[config.mk]
export PLATFORM = sky130hd
export DESIGN_NAME = i2c_master_byte_engine_core
export DESIGN_NICKNAME = d
export VERILOG_FILES = /design/src/design/i2cbe_pkg.sv /design/src/design/i2cbe_step.sv /design/src/design/i2c_master_byte_engine_core.sv
export SDC_FILE = /design/constraint.sdc
export NUM_CORES = 1
export LEC_CHECK = 0
export BUFFER_PORTS_ARGS = -buffer_cell sky130_fd_sc_hd__buf_2
export CELL_PAD_IN_SITES_DETAIL_PLACEMENT = 0
export CELL_PAD_IN_SITES_GLOBAL_PLACEMENT = 2
export CORE_UTILIZATION = 30
export CTS_BUF_LIST = sky130_fd_sc_hd__clkbuf_2
export CTS_CLUSTER_SIZE = 24
export DETAILED_ROUTE_END_ITERATION = 7
export PLACE_DENSITY_LB_ADDON = 0.05
export REMOVE_ABC_BUFFERS = 1
export SLEW_MARGIN = 30
export SYNTH_ARGS = -nofsm -noshare
export SYNTH_HDL_FRONTEND = slang
export SYNTH_SLANG_ARGS = --single-unit
export TNS_END_PERCENT = 5
[constraint.sdc]
create_clock -name i_clk -period 3.3 [get_ports i_clk]
set_input_delay 0.99 -clock i_clk [delete_from_list [all_inputs] [get_ports i_clk]]
set_output_delay 0.99 -clock i_clk [all_outputs]
set_load 0.01 [all_outputs]
[src/design/i2cbe_pkg.sv]
// i2cbe_pkg: shared types, request codes and phase counts of the i2c master byte engine
// no dependencies; imported by i2cbe_step, i2c_master_byte_engine_core and the testbench
package i2cbe_pkg;

    // request codes
    localparam logic [2:0] REQ_TICK  = 3'd0;
    localparam logic [2:0] REQ_START = 3'd1;
    localparam logic [2:0] REQ_STOP  = 3'd2;
    localparam logic [2:0] REQ_WRITE = 3'd3;
    localparam logic [2:0] REQ_READ  = 3'd4;
    localparam logic [2:0] REQ_INIT  = 3'd5;

    // idle value of the active command
    localparam logic [2:0] CMD_IDLE = 3'd0;

    // phases of each command
    localparam logic [4:0] PH_CNT_INIT  = 5'd1;
    localparam logic [4:0] PH_CNT_START = 5'd3;
    localparam logic [4:0] PH_CNT_STOP  = 5'd3;
    localparam logic [4:0] PH_CNT_WRITE = 5'd27;
    localparam logic [4:0] PH_CNT_READ  = 5'd19;

    // write byte landmarks
    localparam logic [4:0] PH_WR_ACK_REL = 5'd24;
    localparam logic [4:0] PH_WR_ACK_SCL = 5'd25;

    // read byte landmarks
    localparam logic [4:0] PH_RD_ACK_DRV = 5'd16;
    localparam logic [4:0] PH_RD_ACK_SCL = 5'd17;

    // position inside one written bit (phase mod 3)
    localparam logic [1:0] SUB_DATA = 2'd0;
    localparam logic [1:0] SUB_SCLH = 2'd1;
    localparam logic [1:0] SUB_SCLL = 2'd2;

    typedef struct packed {
        logic [2:0] req_type;
        logic [7:0] tx_byte;
        logic       rd_ack_en;
        logic       sda_in;
    } t_in_item;

    typedef struct packed {
        logic       scl_low;
        logic       sda_low;
        logic       busy_res;
        logic       done_res;
        logic       ack_ok;
        logic [7:0] rx_byte;
        logic       rejected;
    } t_out_item;

    typedef struct packed {
        logic [4:0] phase;
        logic [2:0] cmd;
        logic [1:0] sub;
        logic [7:0] shift;
        logic       scl;
        logic       sda;
        logic       ack_flag;
        logic       ack_mode;
    } t_state;

    // number of phases of a command
    function automatic logic [4:0] phase_count(input logic [2:0] cmd);
        logic [4:0] cnt;
        case (cmd)
            REQ_START: cnt = PH_CNT_START;
            REQ_STOP:  cnt = PH_CNT_STOP;
            REQ_WRITE: cnt = PH_CNT_WRITE;
            REQ_READ:  cnt = PH_CNT_READ;
            REQ_INIT:  cnt = PH_CNT_INIT;
            default:   cnt = PH_CNT_INIT;
        endcase
        return cnt;
    endfunction

endpackage

[src/design/i2cbe_step.sv]
// i2cbe_step: next state and result of one request beat, purely combinational
// depends on i2cbe_pkg
module i2cbe_step (
    input  i2cbe_pkg::t_state    i_state,
    input  i2cbe_pkg::t_in_item  i_item,
    output i2cbe_pkg::t_state    o_state,
    output i2cbe_pkg::t_out_item o_item
);
    import i2cbe_pkg::*;

    t_state     n;
    logic       ap_en;
    logic [2:0] ap_cmd;
    logic [4:0] ap_p;
    logic [4:0] p_next;
    logic       done;
    logic       ack_out;
    logic [7:0] rx_out;
    logic       rej;

    assign p_next = i_state.phase + 5'd1;

    always_comb begin
        n       = i_state;
        ap_en   = 1'b0;
        ap_cmd  = i_state.cmd;
        ap_p    = 5'd0;
        done    = 1'b0;
        ack_out = 1'b0;
        rx_out  = 8'd0;
        rej     = 1'b0;

        // command or tick handling
        if (i_item.req_type inside {[REQ_START:REQ_INIT]}) begin
            if (i_state.cmd != CMD_IDLE) begin
                rej = 1'b1;
            end else begin
                n.cmd      = i_item.req_type;
                n.phase    = 5'd0;
                n.sub      = SUB_DATA;
                n.ack_flag = 1'b0;
                if (i_item.req_type == REQ_WRITE) begin
                    n.shift = i_item.tx_byte;
                end else if (i_item.req_type == REQ_READ) begin
                    n.shift    = 8'd0;
                    n.ack_mode = i_item.rd_ack_en;
                end
                ap_en  = 1'b1;
                ap_cmd = i_item.req_type;
                ap_p   = 5'd0;
            end
        end else if (i_item.req_type == REQ_TICK && i_state.cmd != CMD_IDLE) begin
            // ack sample at end of the high ack clock
            if (i_state.cmd == REQ_WRITE && i_state.phase == PH_WR_ACK_SCL) begin
                n.ack_flag = ~i_item.sda_in;
            end
            // data sample at end of each high read clock
            if (i_state.cmd == REQ_READ && i_state.phase < PH_RD_ACK_DRV
                    && !i_state.phase[0]) begin
                n.shift = {i_state.shift[6:0], i_item.sda_in};
            end
            n.sub = (i_state.sub == SUB_SCLL) ? SUB_DATA : i_state.sub + 2'd1;
            if (p_next >= phase_count(i_state.cmd)) begin
                done = 1'b1;
                if (i_state.cmd == REQ_WRITE) begin
                    ack_out = n.ack_flag;
                end
                if (i_state.cmd == REQ_READ) begin
                    rx_out = n.shift;
                    n.sda  = 1'b0;
                end
                n.cmd   = CMD_IDLE;
                n.phase = 5'd0;
            end else begin
                n.phase = p_next;
                ap_en   = 1'b1;
                ap_p    = p_next;
            end
        end

        // line drives of the phase that begins now
        if (ap_en) begin
            case (ap_cmd)
                REQ_INIT: begin
                    n.sda = 1'b0;
                    n.scl = 1'b0;
                end
                REQ_START: begin
                    if (ap_p == 5'd0) begin
                        n.sda = 1'b0;
                        n.scl = 1'b0;
                    end else if (ap_p == 5'd1) begin
                        n.sda = 1'b1;
                    end else begin
                        n.scl = 1'b1;
                    end
                end
                REQ_STOP: begin
                    if (ap_p == 5'd0) begin
                        n.sda = 1'b1;
                    end else if (ap_p == 5'd1) begin
                        n.scl = 1'b0;
                    end else begin
                        n.sda = 1'b0;
                    end
                end
                REQ_WRITE: begin
                    if (ap_p < PH_WR_ACK_REL) begin
                        case (n.sub)
                            SUB_DATA: n.sda = ~n.shift[7];
                            SUB_SCLH: n.scl = 1'b0;
                            default: begin
                                n.scl   = 1'b1;
                                n.shift = {n.shift[6:0], 1'b0};
                            end
                        endcase
                    end else if (ap_p == PH_WR_ACK_REL) begin
                        n.sda = 1'b0;
                    end else if (ap_p == PH_WR_ACK_SCL) begin
                        n.scl = 1'b0;
                    end else begin
                        n.scl = 1'b1;
                    end
                end
                REQ_READ: begin
                    if (ap_p < PH_RD_ACK_DRV) begin
                        if (ap_p == 5'd0) begin
                            n.sda = 1'b0;
                        end
                        n.scl = ap_p[0];
                    end else if (ap_p == PH_RD_ACK_DRV) begin
                        n.sda = n.ack_mode;
                    end else if (ap_p == PH_RD_ACK_SCL) begin
                        n.scl = 1'b0;
                    end else begin
                        n.scl = 1'b1;
                    end
                end
                default: begin
                    n.scl = n.scl;
                end
            endcase
        end
    end

    assign o_state         = n;
    assign o_item.scl_low  = n.scl;
    assign o_item.sda_low  = n.sda;
    assign o_item.busy_res = (n.cmd != CMD_IDLE);
    assign o_item.done_res = done;
    assign o_item.ack_ok   = ack_out;
    assign o_item.rx_byte  = rx_out;
    assign o_item.rejected = rej;

endmodule

[src/design/i2c_master_byte_engine_core.sv]
// i2c_master_byte_engine_core: top level, engine state register and result register
// depends on i2cbe_pkg and i2cbe_step
// a result beat is registered and offered in the cycle after its request beat is accepted
// throughput: one request beat per cycle unless the receiver stalls; the single step of logic sets the pace
// the result register frees in the cycle it is taken, so input keeps flowing
// reset: synchronous active-low i_rst_n clears engine state to idle, lines released
module i2c_master_byte_engine_core (
    input  logic                 i_clk,
    input  logic                 i_rst_n,
    input  logic                 i_in_valid,
    output logic                 o_in_ready,
    input  i2cbe_pkg::t_in_item  i_in_item,
    output logic                 o_out_valid,
    input  logic                 i_out_ready,
    output i2cbe_pkg::t_out_item o_out_item
);
    import i2cbe_pkg::*;

    t_state    r_state;
    t_state    n_state;
    t_out_item r_out_item;
    t_out_item n_out_item;
    logic      r_out_valid;
    logic      in_fire;

    // accept while the result slot is empty or being emptied
    assign o_in_ready = !r_out_valid || i_out_ready;
    assign in_fire    = i_in_valid && o_in_ready;

    i2cbe_step u_step (
        .i_state (r_state),
        .i_item  (i_in_item),
        .o_state (n_state),
        .o_item  (n_out_item)
    );

    // engine state and result valid
    always_ff @(posedge i_clk) begin
        if (!i_rst_n) begin
            r_state     <= '0;
            r_out_valid <= 1'b0;
        end else begin
            if (in_fire) begin
                r_state <= n_state;
            end
            if (in_fire) begin
                r_out_valid <= 1'b1;
            end else if (i_out_ready) begin
                r_out_valid <= 1'b0;
            end
        end
    end

    // result payload
    always_ff @(posedge i_clk) begin
        if (in_fire) begin
            r_out_item <= n_out_item;
        end
    end

    assign o_out_valid = r_out_valid;
    assign o_out_item  = r_out_item;

    // an accepted beat always shows up in the result register
    a_fire_gives_result: assert property (@(posedge i_clk) disable iff (!i_rst_n)
        in_fire |=> o_out_valid)
        else $error("accepted beat produced no result");

    // a finished command leaves the engine idle
    a_done_idle: assert property (@(posedge i_clk) disable iff (!i_rst_n)
        (o_out_valid && o_out_item.done_res) |-> !o_out_item.busy_res)
        else $error("done reported while still busy");

    // rejection and completion are exclusive
    a_rej_not_done: assert property (@(posedge i_clk) disable iff (!i_rst_n)
        o_out_valid |-> !(o_out_item.rejected && o_out_item.done_res))
        else $error("rejected and done in one result");

    // phase index stays inside the active command
    a_phase_range: assert property (@(posedge i_clk) disable iff (!i_rst_n)
        (r_state.cmd != CMD_IDLE) |-> (r_state.phase < phase_count(r_state.cmd)))
        else $error("phase index beyond command length");

    // busy flag tracks the engine state
    a_busy_state: assert property (@(posedge i_clk) disable iff (!i_rst_n)
        o_out_valid |-> (o_out_item.busy_res == (r_state.cmd != CMD_IDLE)))
        else $error("busy flag disagrees with engine state");

endmodule

==> run metrics, run 1 <==
DR WL/cell=17.8 um; Hold WC Path Type=flip-flop to flip-flop; Synth Instances=312; fin util=36.2%; Worst setup startpoint=r_state[14]; most common cell after layout, fill and taps aside=buf_2; final instance count without filler cells=452; # DRC=0; hold path depth=2; Final Max Slew Viols=0; combinational share of power=23.1%; row count=33; Max FO, Critical Path=7; area grow syn2layout=14.7%; relative slew slack=47.2%; root buf cell=clkbuf_2; global-route wire length before repair=13100 um; worst r2r path cells=10; initial antenna violation count=0; DP Cell Count=444; Worst R2R Start=r_state[14]; Final nets=368; Power Density=345 nW/um^2; CP Launch Type=flip-flop; CP peak stage delay=0.49 ns; Main synth FF type=dfxtp_1; Hold Slack=0.515 ns; Tightest Pin Transition=0.787 ns; Detail Placement HPWL=6060 um; crit-path cells=nand2_1, or2_2, and2_1, ha_1, a21o_1, nor3_4, nand4_2, and2_1, a311oi_1, a21oi_1; register bit total from synthesis=37; HP Start=r_state[11]; Max Clk Rate=0.336 GHz; Die Y-Extent=96.0 um; Die Wd=96.0 um; syn_area_per_cell=8.49 um^2; # Post-CTS Setup Buffers=0; vias in the first global route=2352; Setup CP Type=flip-flop to flip-flop; Hold Fails Final Rpt=0; outcome=complete, no violations; Clock Sinks=37; total gr overflow=0; Pint=0.000712 W; CP dominant cell by count=and2_1; GP Congestion=0.767; Crit. End Element=flip-flop; net load switching power=0.000336 W; worst endpoint required time=3.48 ns; fraction of registers with async set/reset=0%; Clock Path Buffers=2; Post-synth EDFFs=14; ant diodes=0; # setup viols final=0; layout cells sized above 1=21.0%; RSZ-0062 raised after global routing=false; Placeable Area=8380 um^2; initial core utilization=31.6%; Slowest-stage cell, CP=dfxtp_1; CTS clk-pin slew, worst paths=0.22 ns; Synth cell types=67; gr usage total=18.9%; minimum clock period=2.98 ns; peak supply drop=0.127 mV; DR vias/cell=5.47; period utilisation layout=90.3%; slack of the critical path=0.321 ns; synth warn=0; TritonCTS clock tree=done; Port Buf Inserts=32; Worst Clk Skew=0.0119 ns; clock share of power=28.3%; Worst-Skew Late Latency=0.40 ns; initial DRC count=193; Syn Std Cell Area=2650 um^2; setup TNS=0 ns; largest net degree at the start of global routing=28; critical path arrival=3.16 ns; DRT antenna net count=0; Max Cap Viol=0; register area share after synthesis=33.3%; drt first pass iters=4; H-tree depth=2; Fillers=899; setup slack at placement=0.190 ns; CTS Buf Count=5; # IOs=33; P_leak=1.22 nW; Die Area=9210 um^2; Flop pwr share=48.6%; sw frac=32.1%; final wirelength=8060 um; detailed-route via count=2472; commonest non-fill, non-tap cells in the layout=32 x buf_2, 28 x nand2_1, 24 x nor2_1
[final timing paths]
| check | end | slack (ns) |
|---|---|---|
| max reg2reg | o_out_item[12] | 0.32 |
| max | o_out_item[12] | 0.32 |
| min reg2reg | r_state[11] | 0.52 |
| min | r_state[11] | 0.52 |
[power groups by stage]
stage	sequential, W	combinational [W]	clock, W
3_3_place_gp	0.000520	0.000244	0
4_1_cts	0.000510	0.000242	0.000312
3_5_place_dp	0.000519	0.000240	0
5_1_grt	0.000513	0.000267	0.000324
2_1_floorplan	0.000524	0.000138	0
6_report	0.000510	0.000242	0.000297
[synthesized netlist by cell type, drive strengths merged (2+ instances only)]
master / number / area share [%]
ha: 5 / 2.4
inv: 13 / 1.8
a31oi: 4 / 0.94
a21o: 5 / 1.4
nor4: 2 / 0.47
or2: 4 / 0.94
a221o: 6 / 2.3
xor2: 2 / 0.94
a211oi: 9 / 2.6
nor2b: 7 / 1.7
nor3: 10 / 2.3
nor3b: 5 / 1.4
and4: 3 / 0.99
mux2i: 16 / 6.0
nand4: 2 / 0.94
o21ai: 19 / 3.6
nand2b: 2 / 0.47
dfxtp: 23 / 17
o221ai: 2 / 0.66
nand3: 13 / 2.6
a21boi: 4 / 1.1
and3: 2 / 0.47
buf: 10 / 2.4
nand2: 28 / 4.0
edfxtp: 14 / 16
and2: 7 / 1.7
o22ai: 6 / 1.4
a21oi: 17 / 3.2
o22a: 2 / 0.66
clkbuf: 12 / 1.7
o21a: 2 / 0.57
o211ai: 5 / 1.4
nor2: 25 / 3.8
o311ai: 2 / 1.3
a2111oi: 2 / 0.71
or3: 4 / 1.1
[state kept, by name (all words and copies together) (netlist names)]
register     flops
o_out_item      14
o_out_valid      1
r_state         22
[critical path: cells and delay by family, from the launching register on]
kind                       cells  cell delay [ns]
and+or+nand+nor                6             1.29
DFF                            1             0.49
AOI/OAI and AO/OA              3             0.67
adders and majority gates      1             0.29
[what timing repair did]
| item | CTS | global route |
|---|---|---|
| endpoints found under the setup margin | 0 | 1 |
| resized for setup | 0 | 3 |
| hold buffers | 0 | 0 |
[cell type report]
class / count / area (um^2) / share of cell area, %
Clock buffer: 5 / 25.0 / 0.824
Tap cell: 105 / 131 / 4.32
Inverter: 13 / 48.8 / 1.61
Timing Repair Buffer: 49 / 288 / 9.47
Multi-Input combinational cell: 240 / 1620 / 53.3
Clock inverter: 3 / 41.3 / 1.36
Sequential cell: 37 / 883 / 29.1
[cell families (layout without fill, tap and decap cells)]
logic type / count (synthesis) / in the layout / synth area share, %
flip-flops: 37 / 37 / 33.3
XOR/XNOR: 3 / 3 / 1.28
buffers and inverters: 35 / 70 / 5.95
adder cells (fa/ha/maj): 5 / 5 / 2.36
AND/OR/NAND/NOR: 119 / 119 / 25.0
AO/OA/AOI/OAI: 96 / 96 / 25.7
multiplexers: 17 / 17 / 6.47
[layer usage]
layer,GRT usage [%],vias up,wire (um)
met1,28.7,1156,4230
li1,-,1236,-
met2,27.9,72,3360
met3,2.76,8,379
met5,0,-,0
met4,4.48,0,95
[stage by stage]
stage,instance area [um^2],total power (W)
finish,3040,0.00105
global route,3040,0.00110
global placement,2960,0.000764
floorplan,2540,0.000661
CTS,3030,0.00106
detailed placement,2960,0.000759
No activity file was read; power rests on OpenSTA's default activity.
==> run 2, diff against run 1 <==
Settings changed: BUFFER_PORTS_ARGS -buffer_cell sky130_fd_sc_hd__buf_2 to -buffer_cell sky130_fd_sc_hd__buf_4.
==> run 2 against run 1 <==
Cell count decreased by 0.22%; critical path depth did not move; via count fell by 0.97%; first-iteration DRC count shrank 52%; largest cell class unchanged; wire length decreased by 0.61%; clock power is 30% higher; critical endpoint is now r_state[3]; design area grew 3.1%; register-to-register slack got worse by 0.03 ns; sequential share of layout area decreased by 0.88 points; global-route usage about the same; clock skew up 0.015 ns; non-clock buffer count fell by 1.
==> run metrics, run 2 (synthesis gave the netlist of run 1 again) <==
outcome=complete, no violations; Fillers=884 (-1.7%); initial DRC count=92 (-52%); HP Start=r_state[11]; GR Util met3=3.79% (+1.0 points); Max FO, Critical Path=11 (+4); setup slack at placement=0.185 ns (-0.00550 ns); DR vias/cell=5.43 (-0.75%); Tightest Pin Transition=0.684 ns (-0.104 ns); H-tree depth=2 (unchanged); flip-flop count of the largest register after layout=22 (unchanged); drt first pass iters=4 (unchanged); row count=33 (unchanged); slack of the critical path=0.295 ns (-0.0264 ns); layout cells sized above 1=20.8% (-0.23 points); # setup viols final=0 (unchanged); Hold Slack=0.486 ns (-0.0295 ns); worst endpoint required time=3.60 ns (+0.12 ns); DP Cell Count=443 (-0.23%); Worst-Skew Late Latency=0.40 ns (about the same); CTS clk-pin slew, worst paths=0.24 ns (+0.02 ns); Clock Sinks=37 (unchanged); RSZ-0062 raised after global routing=false; Clock Path Buffers=2 (unchanged); Hold Fails Final Rpt=0 (unchanged); # DRC=0 (unchanged); initial antenna violation count=0 (unchanged); Die Wd=96.0 um (unchanged); critical path arrival=3.31 ns (+0.15 ns); TritonCTS clock tree=done; # IOs=33 (unchanged); final instance count without filler cells=451 (-0.22%); Detail Placement HPWL=5920 um (-2.3%); Hold WC Path Type=flip-flop to flip-flop; Crit. End Element=flip-flop; ant diodes=0 (unchanged); Worst Clk Skew=0.0268 ns (+0.0149 ns); Power Density=366 nW/um^2 (+5.9%); root buf cell=clkbuf_2; global-route wire length before repair=12800 um (-2.0%); area grow syn2layout=18.3%; Die Y-Extent=96.0 um (unchanged); largest net degree at the start of global routing=23 (-18%); initial core utilization=31.6% (unchanged); gr usage total=18.9% (-0.044 points); P_leak=1.26 nW (+3.2%); Worst setup startpoint=r_state[19]; Port Buf Inserts=32 (unchanged); GP Congestion=0.776 (+1.1%); fin util=37.4% (+1.1 points); total gr overflow=0 (unchanged); # Post-CTS Setup Buffers=0 (unchanged); Top Usage Layer GRT=met2; CTS Buf Count=5 (unchanged); detailed-route via count=2448 (-0.97%); Worst R2R Start=r_state[19]; Final Max Slew Viols=0 (unchanged); routing usage on met1=27.1% (-1.6 points); met2 global-route usage=28.9% (+1.1 points); Setup CP Type=flip-flop to flip-flop; Post-CTS Hold Fix Bufs=0 (unchanged); commonest non-fill, non-tap cells in the layout=48 x buf_4, 28 x nand2_1, 24 x nor2_1; DR WL/cell=17.8 um (-0.39%); Largest Register=r_state; Die Area=9210 um^2 (unchanged); vias in the first global route=2330 (-0.94%); most common cell after layout, fill and taps aside=buf_4; minimum clock period=3.01 ns (+0.0264 ns); Final nets=367 (-0.27%); relative slew slack=53.7% (+6.5 points); peak supply drop=0.168 mV (+32%); CP Launch Type=flip-flop; Placeable Area=8380 um^2 (unchanged); DRT antenna net count=0 (unchanged); Max Clk Rate=0.333 GHz (-0.88%); Max Cap Viol=0 (unchanged); period utilisation layout=91.1% (+0.80 points); final wirelength=8010 um (-0.61%); setup TNS=0 ns (unchanged)
[run 2: cell count changes in the layout (fill, tap and decap cells not counted)]
cell	before	now
buf_4	17	48
inv_6	0	1
clkinvlp_4	1	0
buf_2	32	0
clkinv_1	1	0
bufinv_16	1	2
a211oi_2	1	0
a211oi_1	8	9
[run 2: where the power goes]
part	total [W]	switching (W)	leakage [nW]	internal [W]
Sequential	0.000509	0.0000140	0.328	0.000495
Combinational	0.000250	0.000148	0.876	0.000102
Clock	0.000386	0.000179	0.0536	0.000207
Total	0.00115	0.000342	1.26	0.000803
[run 2: path summary, 6_finish.rpt]
kind	to	slack [ns]	cells past startpoint
worst max-delay path	r_state[3]	0.29	10
worst min-delay path	r_state[11]	0.49	2
worst max register to register	r_state[3]	0.29	10
worst min register to register	r_state[11]	0.49	2
[run 2: worst max-delay path: stages (launching register included)]
cell and delay [ns]:
dfxtp_1 0.57, nand3_1 0.20, xor2_2 0.17, inv_1 0.12
ha_1 0.33, a21o_1 0.22, nor3_4 0.28, and4_1 0.32
o211ai_1 0.20, or2_0 0.26, a32o_1 0.25
[run 2: layer usage]
metal / share of wire [%] / vias up
met5: 0 / -
met1: 50 / 1150
met3: 5.5 / 2
met4: 0.51 / 0
li1: - / 1234
met2: 44 / 62
[run 2: final cells by class]
type / count / area, um^2 / area share (%)
multi-input cells: 240 / 1620 / 51.6
flip-flops and latches: 37 / 883 / 28.2
repair buffers: 48 / 360 / 11.5
well taps: 105 / 131 / 4.19
clock inverters: 3 / 68.8 / 2.20
inverters: 13 / 48.8 / 1.56
clock buffers: 5 / 25.0 / 0.799
[run 2: through the flow]
| stage | total power, W | cell area, um^2 |
|---|---|---|
| 2_1_floorplan | 0.000661 | 2540 |
| 3_3_place_gp | 0.000770 | 3040 |
| 3_5_place_dp | 0.000769 | 3040 |
| 4_1_cts | 0.00116 | 3130 |
| 5_1_grt | 0.00120 | 3130 |
| 6_report | 0.00115 | 3130 |
[run 2: timing repair]
item	CTS	global route
endpoints found under the hold margin	0	0
setup endpoints to repair	0	1
gates resized for setup	0	2
